===== config.mk =====
export PLATFORM = sky130hd
export DESIGN_NAME = multi_channel_deadline_timer_core
export DESIGN_NICKNAME = d
export VERILOG_FILES = /design/src/rtl/mcdt_pkg.sv /design/src/rtl/mcdt_fifo.sv /design/src/rtl/mcdt_front.sv /design/src/rtl/mcdt_rem.sv /design/src/rtl/mcdt_back.sv /design/src/rtl/multi_channel_deadline_timer_core.sv
export SDC_FILE = /design/constraint.sdc
export NUM_CORES = 2
export LEC_CHECK = 0
export ABC_AREA = 1
export BUFFER_PORTS_ARGS = -buffer_cell sky130_fd_sc_hd__buf_2
export CORE_MARGIN = 2
export CORE_UTILIZATION = 40
export DETAILED_ROUTE_END_ITERATION = 8
export SYNTH_ARGS = -nofsm -noshare
export SYNTH_HDL_FRONTEND = slang
export SYNTH_SLANG_ARGS = --single-unit

===== constraint.sdc =====
create_clock -name aclk -period 8.7 [get_ports aclk]
set_input_delay 0 -clock aclk [delete_from_list [all_inputs] [get_ports aclk]]
set_output_delay 0 -clock aclk [all_outputs]
set_load 0.005 [all_outputs]

===== src/rtl/mcdt_pkg.sv =====
`timescale 1ns / 1ps

package mcdt_pkg;

    // Defaults for the top-level parameters
    localparam int DEF_NUM_CHANNELS = 9;
    localparam int DEF_NUM_PERIODIC = 3;
    localparam int DEF_TIME_BITS    = 48;

    // Field widths fixed by the interface
    localparam int CMD_W  = 2;
    localparam int CHAN_W = 4;
    localparam int DLY_W  = 16;
    localparam int WAIT_W = 16;

    // Period registers
    localparam int NUM_REGS  = 3;
    localparam int REG_W     = 16;
    localparam int REG_IDX_W = 2;
    localparam logic [REG_W-1:0] PERIOD_RESET = 16'd1000;

    typedef logic [REG_W-1:0] period_t;
    typedef period_t [NUM_REGS-1:0] period_arr_t;

    // Microseconds per millisecond; a 16-bit ms count times this fits in 26 bits
    localparam int US_PER_MS   = 1000;
    localparam int PERIOD_US_W = 26;

    // Remainder unit: dividend bits retired per cycle
    localparam int RADIX_BITS = 4;

    // Front-to-back queue depth
    localparam int QUEUE_DEPTH = 2;

    // us -> ms conversion: floor(x * RECIP / 2^RECIP_SHIFT) is floor(x/1000) or one less
    localparam int RECIP_W     = 27;
    localparam int RECIP_SHIFT = 36;
    localparam logic [RECIP_W-1:0] RECIP = 27'd68719476;
    localparam int PROD_W      = PERIOD_US_W + RECIP_W;
    localparam int Q_W         = PROD_W - RECIP_SHIFT;
    localparam int SAT_LIMIT_US = 65536000;
    localparam logic [WAIT_W-1:0] WAIT_MAX = 16'hFFFF;
    localparam logic [WAIT_W-1:0] WAIT_MIN = 16'd1;

    // Input command codes
    typedef enum logic [CMD_W-1:0] {
        CMD_UPDATE = 2'd0,
        CMD_ARM    = 2'd1,
        CMD_DISARM = 2'd2,
        CMD_LOAD   = 2'd3
    } cmd_t;

    // Classified operation handed to the back end
    localparam int OP_W = 2;
    typedef enum logic [OP_W-1:0] {
        OP_NONE   = 2'd0,
        OP_ARM    = 2'd1,
        OP_DISARM = 2'd2,
        OP_LOAD   = 2'd3
    } op_t;

    // Back-end sequencer
    typedef enum logic [2:0] {
        ST_IDLE,
        ST_APPLY,
        ST_SCAN,
        ST_REM,
        ST_MUL,
        ST_CORR
    } state_t;

endpackage


===== src/rtl/mcdt_fifo.sv =====
`timescale 1ns / 1ps

module mcdt_fifo #(
    parameter int WIDTH = 8,
    parameter int DEPTH = mcdt_pkg::QUEUE_DEPTH
) (
    input  logic             aclk,
    input  logic             aresetn,
    input  logic             push_valid,
    output logic             push_ready,
    input  logic [WIDTH-1:0] push_data,
    output logic             pop_valid,
    input  logic             pop_ready,
    output logic [WIDTH-1:0] pop_data
);

    localparam int PTR_W = (DEPTH > 1) ? $clog2(DEPTH) : 1;
    localparam int CNT_W = $clog2(DEPTH + 1);

    logic [WIDTH-1:0] mem_reg [DEPTH];
    logic [PTR_W-1:0] wr_ptr_reg, wr_ptr_next;
    logic [PTR_W-1:0] rd_ptr_reg, rd_ptr_next;
    logic [CNT_W-1:0] count_reg, count_next;
    logic             do_push, do_pop;

    assign push_ready = (count_reg != CNT_W'(DEPTH));
    assign pop_valid  = (count_reg != '0);
    assign pop_data   = mem_reg[rd_ptr_reg];
    assign do_push    = push_valid && push_ready;
    assign do_pop     = pop_valid && pop_ready;

    always_comb begin
        wr_ptr_next = wr_ptr_reg;
        rd_ptr_next = rd_ptr_reg;
        count_next  = count_reg;
        if (do_push) begin
            wr_ptr_next = (wr_ptr_reg == PTR_W'(DEPTH - 1)) ? '0 : wr_ptr_reg + 1'b1;
        end
        if (do_pop) begin
            rd_ptr_next = (rd_ptr_reg == PTR_W'(DEPTH - 1)) ? '0 : rd_ptr_reg + 1'b1;
        end
        if (do_push && !do_pop) begin
            count_next = count_reg + 1'b1;
        end else if (do_pop && !do_push) begin
            count_next = count_reg - 1'b1;
        end
    end

    always_ff @(posedge aclk) begin
        if (!aresetn) begin
            wr_ptr_reg <= '0;
            rd_ptr_reg <= '0;
            count_reg  <= '0;
        end else begin
            wr_ptr_reg <= wr_ptr_next;
            rd_ptr_reg <= rd_ptr_next;
            count_reg  <= count_next;
        end
    end

    always_ff @(posedge aclk) begin
        if (do_push) begin
            mem_reg[wr_ptr_reg] <= push_data;
        end
    end

endmodule


===== src/rtl/mcdt_front.sv =====
`timescale 1ns / 1ps

module mcdt_front #(
    parameter int NUM_CHANNELS = mcdt_pkg::DEF_NUM_CHANNELS,
    parameter int NUM_PERIODIC = mcdt_pkg::DEF_NUM_PERIODIC,
    parameter int TIME_BITS    = mcdt_pkg::DEF_TIME_BITS,
    parameter int ITEM_W       = mcdt_pkg::OP_W + $clog2(NUM_CHANNELS) + 2 * TIME_BITS
) (
    input  logic                        aclk,
    input  logic                        aresetn,
    input  logic                        s_valid,
    output logic                        s_ready,
    input  logic [mcdt_pkg::CMD_W-1:0]  s_cmd,
    input  logic [TIME_BITS-1:0]        s_now_us,
    input  logic [mcdt_pkg::CHAN_W-1:0] s_channel,
    input  logic [mcdt_pkg::DLY_W-1:0]  s_delay_ms,
    input  logic [TIME_BITS-1:0]        s_deadline_us,
    output logic                        item_valid,
    input  logic                        item_ready,
    output logic [ITEM_W-1:0]           item_data
);

    localparam int CH_W = $clog2(NUM_CHANNELS);
    localparam int PW   = mcdt_pkg::PERIOD_US_W;

    logic                   vld_reg, vld_next;
    logic [ITEM_W-1:0]      item_reg;
    logic                   in_range, oneshot, take;
    mcdt_pkg::op_t          op;
    logic [PW-1:0]          dly_us;
    logic [TIME_BITS-1:0]   value;

    assign take     = s_valid && s_ready;
    assign s_ready  = !vld_reg || item_ready;
    assign in_range = int'(s_channel) < NUM_CHANNELS;
    assign oneshot  = int'(s_channel) >= NUM_PERIODIC;
    assign dly_us   = PW'(s_delay_ms) * PW'(mcdt_pkg::US_PER_MS);

    // Range and channel-kind checks; arm-if-idle is left to the back end
    always_comb begin
        op    = mcdt_pkg::OP_NONE;
        value = s_deadline_us;
        case (mcdt_pkg::cmd_t'(s_cmd))
            mcdt_pkg::CMD_UPDATE: op = mcdt_pkg::OP_NONE;
            mcdt_pkg::CMD_ARM: begin
                value = s_now_us + TIME_BITS'(dly_us);
                if (in_range && oneshot) op = mcdt_pkg::OP_ARM;
            end
            mcdt_pkg::CMD_DISARM: begin
                if (in_range && oneshot) op = mcdt_pkg::OP_DISARM;
            end
            mcdt_pkg::CMD_LOAD: begin
                if (in_range) op = mcdt_pkg::OP_LOAD;
            end
            default: op = mcdt_pkg::OP_NONE;
        endcase
    end

    always_comb begin
        vld_next = vld_reg;
        if (take) begin
            vld_next = 1'b1;
        end else if (item_ready) begin
            vld_next = 1'b0;
        end
    end

    always_ff @(posedge aclk) begin
        if (!aresetn) begin
            vld_reg <= 1'b0;
        end else begin
            vld_reg <= vld_next;
        end
    end

    always_ff @(posedge aclk) begin
        if (take) begin
            item_reg <= {op, CH_W'(s_channel), s_now_us, value};
        end
    end

    assign item_valid = vld_reg;
    assign item_data  = item_reg;

endmodule


===== src/rtl/mcdt_rem.sv =====
`timescale 1ns / 1ps

module mcdt_rem #(
    parameter int TIME_BITS = mcdt_pkg::DEF_TIME_BITS
) (
    input  logic                             aclk,
    input  logic                             aresetn,
    input  logic                             start,
    input  logic [TIME_BITS-1:0]             dividend,
    input  logic [mcdt_pkg::PERIOD_US_W-1:0] divisor,
    output logic                             done,
    output logic [mcdt_pkg::PERIOD_US_W-1:0] remainder
);

    localparam int RB    = mcdt_pkg::RADIX_BITS;
    localparam int PW    = mcdt_pkg::PERIOD_US_W;
    localparam int ITERS = (TIME_BITS + RB - 1) / RB;
    localparam int DW    = ITERS * RB;
    localparam int CNT_W = $clog2(ITERS + 1);

    logic             busy_reg, busy_next;
    logic             done_reg, done_next;
    logic [CNT_W-1:0] cnt_reg, cnt_next;
    logic [DW-1:0]    sh_reg, sh_next;
    logic [PW-1:0]    rem_reg, rem_next;
    logic [PW-1:0]    div_reg, div_next;
    logic [PW-1:0]    step_rem;

    // Restoring remainder, RB dividend bits per cycle
    always_comb begin
        logic [PW:0] trial;
        step_rem = rem_reg;
        for (int i = 0; i < RB; i++) begin
            trial = {step_rem, sh_reg[DW-1-i]};
            if (trial >= {1'b0, div_reg}) begin
                step_rem = PW'(trial - {1'b0, div_reg});
            end else begin
                step_rem = PW'(trial);
            end
        end
    end

    always_comb begin
        busy_next = busy_reg;
        done_next = 1'b0;
        cnt_next  = cnt_reg;
        sh_next   = sh_reg;
        rem_next  = rem_reg;
        div_next  = div_reg;
        if (start) begin
            busy_next = 1'b1;
            cnt_next  = CNT_W'(ITERS);
            sh_next   = DW'(dividend);
            rem_next  = '0;
            div_next  = divisor;
        end else if (busy_reg) begin
            sh_next  = sh_reg << RB;
            rem_next = step_rem;
            cnt_next = cnt_reg - 1'b1;
            if (cnt_reg == CNT_W'(1)) begin
                busy_next = 1'b0;
                done_next = 1'b1;
            end
        end
    end

    always_ff @(posedge aclk) begin
        if (!aresetn) begin
            busy_reg <= 1'b0;
            done_reg <= 1'b0;
            cnt_reg  <= '0;
        end else begin
            busy_reg <= busy_next;
            done_reg <= done_next;
            cnt_reg  <= cnt_next;
        end
    end

    always_ff @(posedge aclk) begin
        sh_reg  <= sh_next;
        rem_reg <= rem_next;
        div_reg <= div_next;
    end

    assign done      = done_reg;
    assign remainder = rem_reg;

endmodule


===== src/rtl/mcdt_back.sv =====
`timescale 1ns / 1ps

module mcdt_back #(
    parameter int NUM_CHANNELS = mcdt_pkg::DEF_NUM_CHANNELS,
    parameter int NUM_PERIODIC = mcdt_pkg::DEF_NUM_PERIODIC,
    parameter int TIME_BITS    = mcdt_pkg::DEF_TIME_BITS,
    parameter int ITEM_W       = mcdt_pkg::OP_W + $clog2(NUM_CHANNELS) + 2 * TIME_BITS
) (
    input  logic                        aclk,
    input  logic                        aresetn,
    input  mcdt_pkg::period_arr_t       periods,
    input  logic                        item_valid,
    output logic                        item_ready,
    input  logic [ITEM_W-1:0]           item_data,
    output logic                        m_valid,
    input  logic                        m_ready,
    output logic [NUM_CHANNELS-1:0]     m_fired_mask,
    output logic [mcdt_pkg::WAIT_W-1:0] m_wait_ms
);

    localparam int CH_W = $clog2(NUM_CHANNELS);
    localparam int PW   = mcdt_pkg::PERIOD_US_W;
    localparam int QW   = mcdt_pkg::Q_W;
    localparam int WW   = mcdt_pkg::WAIT_W;
    localparam logic [NUM_CHANNELS-1:0] PER_MASK =
        NUM_CHANNELS'((64'd1 << NUM_PERIODIC) - 64'd1);

    mcdt_pkg::state_t state_reg, state_next;

    mcdt_pkg::op_t          op_reg, op_next;
    logic [CH_W-1:0]        ch_reg, ch_next;
    logic [TIME_BITS-1:0]   now_reg, now_next;
    logic [TIME_BITS-1:0]   val_reg, val_next;

    logic [TIME_BITS-1:0]   deadline_reg [NUM_CHANNELS];
    logic [TIME_BITS-1:0]   deadline_next [NUM_CHANNELS];
    logic [NUM_CHANNELS-1:0] armed_reg, armed_next;

    logic [CH_W-1:0]         idx_reg, idx_next;
    logic [TIME_BITS-1:0]    best_reg, best_next;
    logic [NUM_CHANNELS-1:0] fired_reg, fired_next;
    logic [PW-1:0]           p_reg, p_next;
    logic [mcdt_pkg::PROD_W-1:0] prod_reg, prod_next;
    logic                    sat_reg, sat_next;

    logic                    out_valid_reg, out_valid_next;
    logic [NUM_CHANNELS-1:0] out_mask_reg, out_mask_next;
    logic [WW-1:0]           out_wait_reg, out_wait_next;

    // Scan datapath
    logic [TIME_BITS-1:0] cur_dl, diff, behind, new_dl, off_t;
    logic                 late, is_per, active, last;
    logic [mcdt_pkg::REG_W-1:0] p_ms;
    logic [PW-1:0]        p_us, off;

    // Conversion datapath
    logic [QW-1:0] q0, q;
    logic [PW-1:0] rmd;
    logic [WW-1:0] wait_val;

    // Sequencer outputs
    logic q_pop, rem_start, res_load;
    logic rem_done;
    logic [PW-1:0] rem_val;

    assign cur_dl = deadline_reg[idx_reg];
    assign diff   = cur_dl - now_reg;
    assign behind = now_reg - cur_dl;
    assign late   = diff[TIME_BITS-1];
    assign is_per = PER_MASK[idx_reg];
    assign active = is_per || armed_reg[idx_reg];
    assign last   = (idx_reg == CH_W'(NUM_CHANNELS - 1));

    // Period of the scanned channel; zero counts as 1 ms
    always_comb begin
        p_ms = '0;
        if (int'(idx_reg) < mcdt_pkg::NUM_REGS) begin
            p_ms = periods[idx_reg[mcdt_pkg::REG_IDX_W-1:0]];
        end
        if (p_ms == '0) begin
            p_ms = mcdt_pkg::REG_W'(1);
        end
    end
    assign p_us = PW'(p_ms) * PW'(mcdt_pkg::US_PER_MS);

    // Catch-up: new deadline sits (p - r) mod p past now, r = (now - deadline) mod p
    assign off    = (rem_val == '0) ? '0 : p_reg - rem_val;
    assign off_t  = TIME_BITS'(off);
    assign new_dl = now_reg + off_t;

    // us -> ms with one correction step
    assign q0  = prod_reg[mcdt_pkg::RECIP_SHIFT +: QW];
    assign rmd = best_reg[PW-1:0] - PW'(q0) * PW'(mcdt_pkg::US_PER_MS);
    assign q   = (rmd >= PW'(mcdt_pkg::US_PER_MS)) ? q0 + 1'b1 : q0;
    always_comb begin
        if (sat_reg) begin
            wait_val = mcdt_pkg::WAIT_MAX;
        end else if (q == '0) begin
            wait_val = mcdt_pkg::WAIT_MIN;
        end else begin
            wait_val = WW'(q);
        end
    end

    mcdt_rem #(
        .TIME_BITS (TIME_BITS)
    ) u_rem (
        .aclk      (aclk),
        .aresetn   (aresetn),
        .start     (rem_start),
        .dividend  (behind),
        .divisor   (p_us),
        .done      (rem_done),
        .remainder (rem_val)
    );

    // Next state
    always_comb begin
        state_next = state_reg;
        case (state_reg)
            mcdt_pkg::ST_IDLE: begin
                if (item_valid) state_next = mcdt_pkg::ST_APPLY;
            end
            mcdt_pkg::ST_APPLY: state_next = mcdt_pkg::ST_SCAN;
            mcdt_pkg::ST_SCAN: begin
                if (active && late && is_per) begin
                    state_next = mcdt_pkg::ST_REM;
                end else if (last) begin
                    state_next = mcdt_pkg::ST_MUL;
                end
            end
            mcdt_pkg::ST_REM: begin
                if (rem_done) begin
                    state_next = last ? mcdt_pkg::ST_MUL : mcdt_pkg::ST_SCAN;
                end
            end
            mcdt_pkg::ST_MUL: state_next = mcdt_pkg::ST_CORR;
            mcdt_pkg::ST_CORR: begin
                if (!out_valid_reg || m_ready) state_next = mcdt_pkg::ST_IDLE;
            end
            default: state_next = mcdt_pkg::ST_IDLE;
        endcase
    end

    // Sequencer outputs
    always_comb begin
        q_pop     = 1'b0;
        rem_start = 1'b0;
        res_load  = 1'b0;
        case (state_reg)
            mcdt_pkg::ST_IDLE: q_pop     = item_valid;
            mcdt_pkg::ST_SCAN: rem_start = active && late && is_per;
            mcdt_pkg::ST_CORR: res_load  = !out_valid_reg || m_ready;
            default: begin
                q_pop     = 1'b0;
                rem_start = 1'b0;
                res_load  = 1'b0;
            end
        endcase
    end

    // Datapath
    always_comb begin
        op_next        = op_reg;
        ch_next        = ch_reg;
        now_next       = now_reg;
        val_next       = val_reg;
        deadline_next  = deadline_reg;
        armed_next     = armed_reg;
        idx_next       = idx_reg;
        best_next      = best_reg;
        fired_next     = fired_reg;
        p_next         = p_reg;
        prod_next      = prod_reg;
        sat_next       = sat_reg;
        out_valid_next = out_valid_reg;
        out_mask_next  = out_mask_reg;
        out_wait_next  = out_wait_reg;

        if (out_valid_reg && m_ready) begin
            out_valid_next = 1'b0;
        end

        case (state_reg)
            mcdt_pkg::ST_IDLE: begin
                if (q_pop) begin
                    op_next  = mcdt_pkg::op_t'(item_data[ITEM_W-1 -: mcdt_pkg::OP_W]);
                    ch_next  = item_data[2*TIME_BITS +: CH_W];
                    now_next = item_data[TIME_BITS +: TIME_BITS];
                    val_next = item_data[TIME_BITS-1:0];
                end
            end
            mcdt_pkg::ST_APPLY: begin
                case (op_reg)
                    mcdt_pkg::OP_ARM: begin
                        if (!armed_reg[ch_reg]) begin
                            deadline_next[ch_reg] = val_reg;
                            armed_next[ch_reg]    = 1'b1;
                        end
                    end
                    mcdt_pkg::OP_DISARM: armed_next[ch_reg] = 1'b0;
                    mcdt_pkg::OP_LOAD: begin
                        deadline_next[ch_reg] = val_reg;
                        armed_next[ch_reg]    = 1'b1;
                    end
                    default: armed_next = armed_reg;
                endcase
                idx_next   = '0;
                best_next  = '1;
                fired_next = '0;
            end
            mcdt_pkg::ST_SCAN: begin
                if (active) begin
                    if (late) begin
                        fired_next[idx_reg] = 1'b1;
                        if (is_per) begin
                            p_next = p_us;
                        end else begin
                            armed_next[idx_reg] = 1'b0;
                        end
                    end else if (diff < best_reg) begin
                        best_next = diff;
                    end
                end
                if (!rem_start && !last) begin
                    idx_next = idx_reg + 1'b1;
                end
            end
            mcdt_pkg::ST_REM: begin
                if (rem_done) begin
                    deadline_next[idx_reg] = new_dl;
                    if (off_t < best_reg) best_next = off_t;
                    if (!last) idx_next = idx_reg + 1'b1;
                end
            end
            mcdt_pkg::ST_MUL: begin
                sat_next  = best_reg >= TIME_BITS'(mcdt_pkg::SAT_LIMIT_US);
                prod_next = mcdt_pkg::PROD_W'(best_reg[PW-1:0])
                          * mcdt_pkg::PROD_W'(mcdt_pkg::RECIP);
            end
            mcdt_pkg::ST_CORR: begin
                if (res_load) begin
                    out_valid_next = 1'b1;
                    out_mask_next  = fired_reg;
                    out_wait_next  = wait_val;
                end
            end
            default: idx_next = idx_reg;
        endcase
    end

    always_ff @(posedge aclk) begin
        if (!aresetn) begin
            state_reg     <= mcdt_pkg::ST_IDLE;
            armed_reg     <= PER_MASK;
            out_valid_reg <= 1'b0;
            for (int c = 0; c < NUM_CHANNELS; c++) begin
                deadline_reg[c] <= '0;
            end
        end else begin
            state_reg     <= state_next;
            armed_reg     <= armed_next;
            out_valid_reg <= out_valid_next;
            deadline_reg  <= deadline_next;
        end
    end

    always_ff @(posedge aclk) begin
        op_reg       <= op_next;
        ch_reg       <= ch_next;
        now_reg      <= now_next;
        val_reg      <= val_next;
        idx_reg      <= idx_next;
        best_reg     <= best_next;
        fired_reg    <= fired_next;
        p_reg        <= p_next;
        prod_reg     <= prod_next;
        sat_reg      <= sat_next;
        out_mask_reg <= out_mask_next;
        out_wait_reg <= out_wait_next;
    end

    assign item_ready   = q_pop;
    assign m_valid      = out_valid_reg;
    assign m_fired_mask = out_mask_reg;
    assign m_wait_ms    = out_wait_reg;

endmodule


===== src/rtl/multi_channel_deadline_timer_core.sv =====
`timescale 1ns / 1ps
// Channel   Ports                                         Direction
// --------  --------------------------------------------  ---------
// input     s_valid s_ready s_cmd s_now_us s_channel       in
//           s_delay_ms s_deadline_us
// result    m_valid m_ready m_fired_mask m_wait_ms         out
// config    cfg_valid cfg_ready cfg_index cfg_data         in
//
// Scan: one channel per cycle, pausing at each periodic channel that must catch up
//   while the 4-bit-per-cycle remainder unit works out its new deadline.
// Reset: synchronous, active low. Deadlines clear to zero, periodic channels armed,
//   one-shot channels idle, period registers at 1000 ms.
// Stalls: a front register and a two-word queue take input words while the back end
//   is busy; a finished result waits in the output register while the next word runs.
// Config writes are always accepted; indexes past the last register are dropped.

module multi_channel_deadline_timer_core #(
    parameter int NUM_CHANNELS = mcdt_pkg::DEF_NUM_CHANNELS,
    parameter int NUM_PERIODIC = mcdt_pkg::DEF_NUM_PERIODIC,
    parameter int TIME_BITS    = mcdt_pkg::DEF_TIME_BITS
) (
    input  logic                           aclk,
    input  logic                           aresetn,
    // input words
    input  logic                           s_valid,
    output logic                           s_ready,
    input  logic [mcdt_pkg::CMD_W-1:0]     s_cmd,
    input  logic [TIME_BITS-1:0]           s_now_us,
    input  logic [mcdt_pkg::CHAN_W-1:0]    s_channel,
    input  logic [mcdt_pkg::DLY_W-1:0]     s_delay_ms,
    input  logic [TIME_BITS-1:0]           s_deadline_us,
    // result words
    output logic                           m_valid,
    input  logic                           m_ready,
    output logic [NUM_CHANNELS-1:0]        m_fired_mask,
    output logic [mcdt_pkg::WAIT_W-1:0]    m_wait_ms,
    // period register writes
    input  logic                           cfg_valid,
    output logic                           cfg_ready,
    input  logic [mcdt_pkg::REG_IDX_W-1:0] cfg_index,
    input  logic [mcdt_pkg::REG_W-1:0]     cfg_data
);

    // queue word: {op, channel, now, deadline-to-write}
    localparam int ITEM_W = mcdt_pkg::OP_W + $clog2(NUM_CHANNELS) + 2 * TIME_BITS;

    mcdt_pkg::period_arr_t period_reg, period_next;

    logic              fe_valid, fe_ready;
    logic [ITEM_W-1:0] fe_data;
    logic              be_valid, be_ready;
    logic [ITEM_W-1:0] be_data;

    // Period registers
    assign cfg_ready = 1'b1;

    always_comb begin
        period_next = period_reg;
        if (cfg_valid && cfg_ready
            && cfg_index < mcdt_pkg::REG_IDX_W'(mcdt_pkg::NUM_REGS)) begin
            period_next[cfg_index] = cfg_data;
        end
    end

    always_ff @(posedge aclk) begin
        if (!aresetn) begin
            for (int r = 0; r < mcdt_pkg::NUM_REGS; r++) begin
                period_reg[r] <= mcdt_pkg::PERIOD_RESET;
            end
        end else begin
            period_reg <= period_next;
        end
    end

    // Front end: decode, range check, arm deadline
    mcdt_front #(
        .NUM_CHANNELS (NUM_CHANNELS),
        .NUM_PERIODIC (NUM_PERIODIC),
        .TIME_BITS    (TIME_BITS),
        .ITEM_W       (ITEM_W)
    ) u_front (
        .aclk          (aclk),
        .aresetn       (aresetn),
        .s_valid       (s_valid),
        .s_ready       (s_ready),
        .s_cmd         (s_cmd),
        .s_now_us      (s_now_us),
        .s_channel     (s_channel),
        .s_delay_ms    (s_delay_ms),
        .s_deadline_us (s_deadline_us),
        .item_valid    (fe_valid),
        .item_ready    (fe_ready),
        .item_data     (fe_data)
    );

    // Decoupling queue
    mcdt_fifo #(
        .WIDTH (ITEM_W),
        .DEPTH (mcdt_pkg::QUEUE_DEPTH)
    ) u_queue (
        .aclk       (aclk),
        .aresetn    (aresetn),
        .push_valid (fe_valid),
        .push_ready (fe_ready),
        .push_data  (fe_data),
        .pop_valid  (be_valid),
        .pop_ready  (be_ready),
        .pop_data   (be_data)
    );

    // Back end: command apply, channel scan, catch-up, ms conversion
    mcdt_back #(
        .NUM_CHANNELS (NUM_CHANNELS),
        .NUM_PERIODIC (NUM_PERIODIC),
        .TIME_BITS    (TIME_BITS),
        .ITEM_W       (ITEM_W)
    ) u_back (
        .aclk         (aclk),
        .aresetn      (aresetn),
        .periods      (period_reg),
        .item_valid   (be_valid),
        .item_ready   (be_ready),
        .item_data    (be_data),
        .m_valid      (m_valid),
        .m_ready      (m_ready),
        .m_fired_mask (m_fired_mask),
        .m_wait_ms    (m_wait_ms)
    );

endmodule


==> results.ini <==
[placed_design]
gp_congestion = 1.05
dpl.cell_count = 14027
portBuffers = 167
dp_slack_ps = -457
dp_hpwl_microns = 256000

[yosys]
syn_inst = 10906
postSynthAreaPerCell_sq_um = 7.94
seq_area_frac_synth = 0.333
synth_fp_nets = 12217
synth_edf_count = 606
async_flop_share = 0
synthDistinctLibCells = 77
ys.flop_type = edfxtp_1
yosysWarnings = 0
synth_seq_cells = 1137
syn_area_sq_um = 86600

[drt]
drt_iter0_drc = 9667
dr.pass1.iters = 7
vias = 82306
dr.max_layer_used = met5
wirelength_microns = 348000
drt-met1-wl_microns = 140000
drc = 0
wl_met3_microns = 29800
viasPerCell = 5.66
antenna_left = 0
met2_length_microns = 157000
wire_per_inst_microns = 23.9

[timing]
setup_viol_count_final = 0
fin_skew_ps = 68.2
slew_violations = 0
finalSetupTns_ps = 0
min_period_ps = 8290
min_period_over_period = 0.952
hold_viol = 0
clock.fmax_ghz = 0.121
worst_slack_ps = 414
worstMarginPinSlew_ps = 1310
relSlewSlack = 0.120

[finish]
mostFrequentLayoutCell = nand2_1
num-nets-final = 12887
area_growth_syn_to_layout_pct = 17.7
layout-drive-gt1-share = 0.110
stdcell_count = 14534
layout_common_cells = 1735 x nand2_1, 1482 x inv_1, 1065 x a21oi_1
final_util = 0.475
largest_reg_flops = 432

[clock_tree]
cts_tree = done
cts_htree_levels = 4
clk_pin_slew_ps = 60
insertion_delay_ps = 840
cts_max_path_buffers = 3
cts_made_buffers = 136
clockRootBuffer = clkbuf_16
clock_sinks = 1137

[floorplanning]
ios = 169
die_area_sq_um = 220000
die_y_microns = 469
core_area_sq_um = 215000
start_util = 0.403
die_w_microns = 469
rows = 170

[global_route]
grt_pass1_vias = 80639
antenna_found_initial = 15
grt_max_degree = 203
grt_overflow_total = 0
grt_first_pass_wirelength_microns = 513000
grt_usage = 0.306

[critical_path]
crit_type = flop to flop
crit_slowest_cell = or4_1
worst-path-max-fanout = 8
cp-end-kind = flop
critPathRequiredTime_ps = 9400
slowest_delay_ps = 430
cp_data_arrival_time_ps = 8990
cpMostUsedCell = buf_4
startpoint_type = flop

[run]
cap_violations = 0

[status]
status = completed

[worst_hold_path]
hp-class = input pin to flop

==> layer usage <==
metal	track usage	up-vias
li1	-	38043
met1	0.394	39275
met2	0.490	4048
met3	0.0549	936
met4	0.162	4
met5	0	-
==> cells by family (layout without fill, tap and decap cells) <==
logic type                 after synthesis  after routing  synth area share
xor gates and xnor gates               326            326            0.0334
and+or+nand+nor                       3496           3496             0.167
DFF                                   1137           1137             0.333
adders and majority gates             1170           1170             0.201
other                                    1              7         0.0000433
buffers and inverters                 1991           2775            0.0878
AOI/OAI and AO/OA                     2785           2785             0.178
==> final timing paths <==
path / start / end / slack [ps] / cells past startpoint
setup / recovery: u_back.u_rem.div_reg[24] / u_back.u_rem.remainder[21] / 410 / 54
hold / removal: cfg_data[10] / period_reg[42] / 60 / 4
setup reg to reg: u_back.u_rem.div_reg[24] / u_back.u_rem.remainder[21] / 410 / 54
hold reg to reg: u_front.item_data[46] / u_queue.mem_reg[0][46] / 440 / 0
==> per-stage QoR <==
stage / hold slack (ps) / cell area [sq um]
after floorplan: 98.9 / 86600
after global placement: 194 / 93900
after detailed placement: 196 / 93900
after CTS: 2.46 / 101000
after global routing: 60.7 / 102000
final: 65.0 / 102000
==> synthesized netlist by cell type (10+ instances only) <==
library cell / instances / area [sq um]
o31ai_1: 23 / 173
fa_1: 368 / 7370
clkbuf_2: 19 / 95.1
o2111ai_1: 11 / 96.3
ha_1: 802 / 10000
or2_2: 16 / 100
clkbuf_1: 353 / 1330
nand3b_1: 10 / 75.1
xnor2_1: 133 / 1160
o21bai_1: 30 / 225
o21ai_1: 28 / 140
a21o_1: 35 / 263
buf_1: 23 / 86.3
a31oi_1: 33 / 206
o221ai_1: 47 / 412
nor3_1: 67 / 335
o21ai_0: 1021 / 5110
a21boi_0: 16 / 120
a21oi_1: 1097 / 5490
nor4_1: 37 / 231
inv_2: 36 / 135
o211ai_1: 44 / 330
a221oi_1: 58 / 508
clkinv_1: 13 / 48.8
a211oi_1: 26 / 195
o22ai_1: 230 / 1440
buf_2: 41 / 205
nand4_1: 94 / 588
dfxtp_1: 531 / 10600
nand3_1: 448 / 2240
edfxtp_1: 606 / 18200
o21a_1: 31 / 233
inv_1: 1496 / 5620
nand2_1: 1775 / 6660
nor2_1: 999 / 3750
xor2_1: 191 / 1670
==> repair_timing <==
item / CTS / global route
resized for setup: 19 / 189
cloned: 1 / 5
pin swaps: 4 / 54
endpoints found under the hold margin: 260 / 0
hold buffers: 215 / 0
buffers inserted: 0 / 28
setup endpoints to repair: 23 / 36
==> cell type report <==
cell class	instances	area, sq um
Clock buffer	173	3690
Tap cell	2838	3550
Clock inverter	79	941
Multi-Input combinational cell	7778	51300
Inverter	1545	5810
Timing Repair Buffer	978	7780
Fill cell	20897	113000
Sequential cell	1137	28800
Antenna cell	6	15.0
==> worst max-delay path, delay by kind of cell, from the launching register on <==
| kind | cells | cell delay [ps] |
|---|---|---|
| buf+inv | 16 | 1830 |
| fa+ha+maj | 4 | 1050 |
| flops | 1 | 350 |
| simple gates | 28 | 3540 |
| compound gates | 6 | 1410 |
Power is left out: the tool's default activity adds up to more than one toggle a clock period on the data nets, which glitch-free logic cannot reach.
